==> config.mk <==
export PLATFORM = sky130hd
export DESIGN_NAME = dhsc_ctrl
export DESIGN_NICKNAME = d
export VERILOG_FILES = /design/src/design/dhsc_pkg.sv /design/src/design/dhsc_ctrl.sv
export SDC_FILE = /design/constraint.sdc
export NUM_CORES = 1
export LEC_CHECK = 0
export ABC_AREA = 1
export BUFFER_PORTS_ARGS = -buffer_cell sky130_fd_sc_hd__buf_4
export CAP_MARGIN = 0
export CORE_UTILIZATION = 43
export CTS_CLUSTER_DIAMETER = 80
export CTS_CLUSTER_SIZE = 20
export DETAILED_ROUTE_END_ITERATION = 7
export HOLD_SLACK_MARGIN = 0.12
export PLACE_DENSITY_LB_ADDON = 0.2
export REMOVE_ABC_BUFFERS = 1
export SYNTH_ARGS = -nofsm -noshare
export SYNTH_HDL_FRONTEND = slang
export SYNTH_SLANG_ARGS = --single-unit
==> constraint.sdc <==
create_clock -name clk -period 1.5 [get_ports clk]
set_input_delay 0.3 -clock clk [delete_from_list [all_inputs] [get_ports clk]]
set_output_delay 0.3 -clock clk [all_outputs]
set_load 0.03 [all_outputs]
==> src/design/dhsc_pkg.sv <==
`default_nettype none
package dhsc_pkg;

  // Default sizes of the slot table and of a probe set.
  localparam int TABLE_CAPACITY_DEF = 32768;
  localparam int MAX_SET_SIZE_DEF   = 16;

  // Field widths fixed by the interface.
  localparam int KEY_W   = 31;
  localparam int TSIZE_W = 16;
  localparam int PRIME_W = 15;
  localparam int SSIZE_W = 5;
  localparam int CFG_W   = 16;
  localparam int SLOT_W  = 15;
  localparam int COUNT_W = 5;

  // Remainder unit: 32-bit dividend, 16-bit divisor.
  localparam int DVD_W = 32;
  localparam int MOD_W = 16;

  // Configuration register indexes.
  localparam logic [1:0] REG_TABLE_SIZE = 2'd0;
  localparam logic [1:0] REG_STEP_PRIME = 2'd1;
  localparam logic [1:0] REG_SET_SIZE   = 2'd2;

  // Outcome codes.
  localparam logic [1:0] OUT_FILL = 2'd0;
  localparam logic [1:0] OUT_HIT  = 2'd1;
  localparam logic [1:0] OUT_REPL = 2'd2;
  localparam logic [1:0] OUT_SKIP = 2'd3;

  // Remainder operations, run in this order.
  localparam logic [2:0] OP_DEV_M  = 3'd0;
  localparam logic [2:0] OP_INO_M  = 3'd1;
  localparam logic [2:0] OP_HOME   = 3'd2;
  localparam logic [2:0] OP_DEV_P  = 3'd3;
  localparam logic [2:0] OP_INO_P  = 3'd4;
  localparam logic [2:0] OP_STEP   = 3'd5;
  localparam logic [2:0] OP_STEP_M = 3'd6;

  typedef struct packed {
    logic       clr_wr;
    logic       load_item;
    logic       mod_start;
    logic       mod_store;
    logic [2:0] op;
    logic       probe_init;
    logic       rd;
    logic       advance;
    logic       wr_fill;
    logic       wr_repl;
    logic       res_skip;
    logic       res_fill;
    logic       res_hit;
    logic       res_repl;
    logic       out_load;
  } cmd_t;

  typedef struct packed {
    logic clr_last;
    logic mod_done;
    logic ino_zero;
    logic slot_empty;
    logic slot_hit;
    logic last_probe;
  } status_t;

endpackage
`default_nettype wire

==> src/design/dhsc_ctrl.sv <==
`default_nettype none
module dhsc_ctrl (
  input  wire logic              clk,
  input  wire logic              rst,
  input  wire logic              in_valid,
  output logic                   in_stall,
  output logic                   out_valid,
  input  wire logic              out_stall,
  input  wire dhsc_pkg::status_t status,
  output dhsc_pkg::cmd_t         cmd
);
  import dhsc_pkg::*;

  localparam logic [2:0] S_CLEAR  = 3'd0;
  localparam logic [2:0] S_IDLE   = 3'd1;
  localparam logic [2:0] S_MSTART = 3'd2;
  localparam logic [2:0] S_MWAIT  = 3'd3;
  localparam logic [2:0] S_RD     = 3'd4;
  localparam logic [2:0] S_CMP    = 3'd5;
  localparam logic [2:0] S_DONE   = 3'd6;

  logic [2:0] state, state_next;
  logic [2:0] op, op_next;
  logic       out_valid_next;

  always_comb begin
    state_next = state;
    op_next    = op;
    cmd        = '0;
    cmd.op     = op;
    in_stall   = (state != S_IDLE);
    case (state)
      S_CLEAR: begin
        cmd.clr_wr = 1'b1;
        if (status.clr_last) begin
          state_next = S_IDLE;
        end
      end
      S_IDLE: begin
        if (in_valid) begin
          cmd.load_item = 1'b1;
          if (status.ino_zero) begin
            cmd.res_skip = 1'b1;
            state_next   = S_DONE;
          end else begin
            op_next    = OP_DEV_M;
            state_next = S_MSTART;
          end
        end
      end
      S_MSTART: begin
        cmd.mod_start = 1'b1;
        state_next    = S_MWAIT;
      end
      S_MWAIT: begin
        if (status.mod_done) begin
          cmd.mod_store = 1'b1;
          if (op == OP_STEP_M) begin
            cmd.probe_init = 1'b1;
            state_next     = S_RD;
          end else begin
            op_next    = op + 1'b1;
            state_next = S_MSTART;
          end
        end
      end
      S_RD: begin
        cmd.rd     = 1'b1;
        state_next = S_CMP;
      end
      S_CMP: begin
        if (status.slot_empty) begin
          cmd.wr_fill  = 1'b1;
          cmd.res_fill = 1'b1;
          state_next   = S_DONE;
        end else if (status.slot_hit) begin
          cmd.res_hit = 1'b1;
          state_next  = S_DONE;
        end else if (status.last_probe) begin
          cmd.wr_repl  = 1'b1;
          cmd.res_repl = 1'b1;
          state_next   = S_DONE;
        end else begin
          cmd.advance = 1'b1;
          state_next  = S_RD;
        end
      end
      S_DONE: begin
        if (!out_valid || !out_stall) begin
          cmd.out_load = 1'b1;
          state_next   = S_IDLE;
        end
      end
      default: state_next = S_IDLE;
    endcase
  end

  always_comb begin
    out_valid_next = out_valid;
    if (out_valid && !out_stall) begin
      out_valid_next = 1'b0;
    end
    if (cmd.out_load) begin
      out_valid_next = 1'b1;
    end
  end

  always_ff @(posedge clk) begin
    if (rst) begin
      state     <= S_CLEAR;
      op        <= OP_DEV_M;
      out_valid <= 1'b0;
    end else begin
      state     <= state_next;
      op        <= op_next;
      out_valid <= out_valid_next;
    end
  end

  a_cmp_after_rd: assert property (@(posedge clk) disable iff (rst)
    state == S_CMP |-> $past(state) == S_RD)
    else $error("compare step without a preceding read");

  a_load_free: assert property (@(posedge clk) disable iff (rst)
    cmd.out_load |-> (!out_valid || !out_stall))
    else $error("result loaded over an untaken beat");

  a_done_in_wait: assert property (@(posedge clk) disable iff (rst)
    status.mod_done |-> state == S_MWAIT)
    else $error("remainder finished outside its wait state");

  a_one_write: assert property (@(posedge clk) disable iff (rst)
    $countones({cmd.clr_wr, cmd.wr_fill, cmd.wr_repl}) <= 1)
    else $error("two table writes in one cycle");

endmodule
`default_nettype wire

# Word level (Yosys, flattened, before mapping)
# Cells that the tools add are included.
word_totals:
  mem_bits_rw: 0
  n_memories: 0
  latch_bits: 0
  reg_bits: 7
  mem_bits_ro: 0
  output_inout_bits: 19
  in_bits: 10
op_classes:
  eq_ne: 14
  reduce_logical: 9
  shifts: 0
  magnitude_cmp: 0
  bitwise_logic: 0
  mul: 0
  div_mod_pow: 0
  muxes: 43
  add_sub_neg: 1
op_table:
  columns: ["operator", "count"]
  rows:
  - ["$mux 3", 14]
  - ["$mux 1", 25]
  - ["$pmux 3 s7", 1]
  - ["$eq 3x3->1 const B", 4]
  - ["$ne 2x2->1 const B", 6]
  - ["$eq 3x2->1 const B", 2]
  - ["$pmux 3 s2", 1]
  - ["$reduce_and 5->1", 1]
  - ["$mux 2", 2]
  - ["$reduce_and 4->1", 1]
  - ["$reduce_bool 2->1", 2]
  - ["$add 3x1->3 const B", 1]
  - ["$eq 3x1->1 const B", 1]
  - ["$logic_not 3->1", 1]
  - ["$ne 3x1->1 const B", 1]
  - ["$logic_not 1->1", 2]
  - ["$logic_and 1x1->1", 1]
  - ["$logic_or 1x1->1", 1]

# Logic depth before layout (Yosys ltp)
logic_depth:
  word_depth: 5
  depth_mapped: 10
  ltp_nobuf: 10

# Least setup slack after synthesis
# No wires, ideal clock.
synth_path:
  path_type: "reg-to-output"
  from: "register state[2]"
  to: "output port cmd[5] in the netlist's numbering"
  path_slack_ps: -831
  path_stages_with_launch: 6
  t_arrival_ps: 2031
  n_path_buf: 1
  required_ps: 1200
  path_cell_list: "dfxtp_1 > inv_1 > nor2_1 > inv_1 > nor4_1 > buf_4"
synth_rtl:
  columns: ["item", "line_no", "rtl"]
  rows:
  - ["start: declaration", "dhsc_ctrl.sv:22", "logic [2:0] state, state_next;"]
  - ["start signal: assignment", "dhsc_ctrl.sv:114", "state <= state_next;"]
  - ["end: declaration", "dhsc_ctrl.sv:10", "output dhsc_pkg::cmd_t cmd"]

==> flow_summary.ini <==
[timing]
max_slew_margin_pct = 76.6
finalMaxSlewViolations = 0
fin_crit_sh_pct = 112
tightestPinTransition_ns = 0.347
hold_viol = 0
finalSetupViolations = 8
fmax_mhz = 597
clock_skew_ns = 0.00106
finalCriticalPeriod_ns = 1.68
fin_ws_ns = -0.175
grt_setup_unrepaired = true

[floorplanning]
ios = 29
start_util_pct = 48.9
fp.dieH_um = 38.5
fp.coreArea_mm2 = 0.00117
die_w_um = 38.5
num_rows = 12
die-area_mm2 = 0.00148

[place]
dp_hpwl_um = 1200
io_buffer_count = 28
dp.cells = 144
place_ws_ns = -0.0830
place_congestion = 0.802

[synthesis]
syn_area_per_cell_um2 = 5.73
synth_edf_count = 0
yosysSeqAreaShare_pct = 24.5
netlist-cell-type-count = 17
synthArstFlopShare_pct = 0
synth_commonest_cells = 22 x nand2_1, 17 x nor2_1, 15 x inv_1
post_synth_inst_count = 100
yosys_register_bits = 7
yosysTopAreaCell = dfxtp_1
syn_area_um2 = 573
synth_top_area_share_pct = 24.5
synth.most_common_cell = nand2_1
synth_area_leaders = dfxtp_1 24%, nand2_1 14%, nor2_1 11%
ys_dominant_reg_cell = dfxtp_1
yosys_warnings = 0

[cts]
cts_buffer_depth = 2
clock-sinks = 7
clk_pin_slew_ns = 0.05
cts_tree = yes
htreeDepth = 1
cts_hold_buf = 0
cts-buffers-inserted = 3
clk_root_buffer_cell = clkbuf_4
clock_latency_ns = 0.26

[run_status]
violations = negative setup slack
outcome = finished with violations

[critical_path]
cpPeakStageDelay_ns = 0.33
crit_family = simple AND/OR/NAND/NOR gates
crit_fanout = 3
crit_path_frequent_cell = inv_2
cp_cell_sequence = inv_2 -> nand2_2 -> nor2_4 -> inv_2 -> nor4_4 -> buf_4
cp_num_buf_inv = 3
endpoint_kind = output pin
cp_slowest_cell = dfxtp_2
setup.worst_path.class = reg2out
cp.required_ns = 1.20
start_kind = flop
worstPathArrival_ns = 1.38

[min_path]
hold_path_class = in2reg

[grt]
antenna_found_initial = 0
grt_pass1_vias = 691
overflow = 0
grtUsageTotal_pct = 29.1
grt_max_degree = 7
grt_pass1_wl_um = 2780

[detailed_routing]
detail-route-antenna-nets = 0
vias_per_cell = 5.14
drt_wl_total_um = 2160
wl_per_cell_um = 14.2
dr_total_vias = 781
drc_errors = 0
drtIter0Drc = 31
firstDrtPassIters = 4

[finish]
layout.nets = 151
final_cells = 152
syn_to_final_growth_pct = 80.3
drive_gt1_share_pct = 54.3
antenna_cells = 0

[power_and_ir_drop]
power_density_mw_per_mm2 = 935
p_leak_nw = 0.487
vdd_drop_max_uv = 918

[job]
max_cap_violations = 0
-- layout make-up --
type                    instances  area, um2
multi-input cells              71        445
repair buffers                 37        323
flip-flops and latches          7        148
fillers                        64        138
inverters                      19       73.8
clock buffers                   4       26.3
well taps                      14       17.5
-- layer usage --
metal | global-route usage, % | vias to the layer above | share of wire, %
met5 | 0 | - | 0
met4 | 22.4 | 0 | 4.9
met3 | 4.65 | 10 | 5.2
met2 | 55.8 | 29 | 53
met1 | 26.2 | 361 | 37
li1 | - | 381 | -
-- path summary, 6_finish.rpt --
path | slack (ns) | end | start | depth (start not counted)
hold reg to reg | 0.54 | op[0] | op[0] | 2
setup / recovery | -0.18 | cmd[5] | state[1] | 6
hold / removal | 0.22 | state[2] | rst | 2
setup reg to reg | 0.17 | state[0] | state[0] | 7
-- kinds of logic after synthesis --
| family | after synthesis | share of synthesized area [%] |
|---|---|---|
| simple gates | 58 | 43.9 |
| flops | 7 | 24.5 |
| buf+inv | 22 | 16.4 |
| compound gates | 10 | 9.39 |
| xor+xnor | 1 | 1.53 |
| fa+ha+maj | 2 | 4.37 |
-- placed cells by master, fill, tap and decap left out, drive strengths merged --
master	netlist	final
o21ai	4	4
dfxtp	7	7
nor3	2	2
ha	2	2
nand2	23	23
nor4	1	1
xnor2	1	1
a21oi	6	6
nor2	22	22
buf	3	37
or2	1	1
clkbuf	0	4
nand3	9	9
inv	19	19
-- worst register-to-register path: stages, from the launching register on --
cell and delay (ns):
dfxtp_4 0.36, buf_4 0.14, inv_4 0.07, nand3_4 0.07, o21ai_0 0.31, o21ai_0 0.16
nand2_1 0.08, inv_1 0.03
-- registers in the layout (all words and copies together) (netlist names) --
signal	count
op	3
out_valid	1
state	3
-- stage by stage --
| step | util, % | hold WS, ns | total power, W | area (um2) | TNS (ns) |
|---|---|---|---|---|---|
| 2_1_floorplan | - | 0.369 | 0.000514 | 551 | -3.70 |
| 3_3_place_gp | 69.7 | 0.496 | 0.000653 | 816 | 0 |
| 3_5_place_dp | 69.7 | 0.500 | 0.000664 | 816 | -0.162 |
| 4_1_cts | 81.7 | 0.222 | 0.000896 | 957 | -0.343 |
| 5_1_grt | 88.2 | 0.228 | 0.00102 | 1030 | -1.11 |
| 6_report | 88.2 | 0.223 | 0.000966 | 1030 | -0.845 |
-- power by group --
part | leakage, nW | total, W | internal [W] | switching (W)
registers | 0.0590 | 0.000248 | 0.000216 | 0.0000314
logic | 0.413 | 0.000540 | 0.000204 | 0.000336
clock network | 0.0150 | 0.000178 | 0.000102 | 0.0000762
-- repair_timing --
action,in CTS,in global routing
gates cloned,0,0
resized for setup,27,19
pin swaps,2,4
setup endpoints to repair,11,13
buffers inserted,2,2
Power figures use the tool's default switching activity.
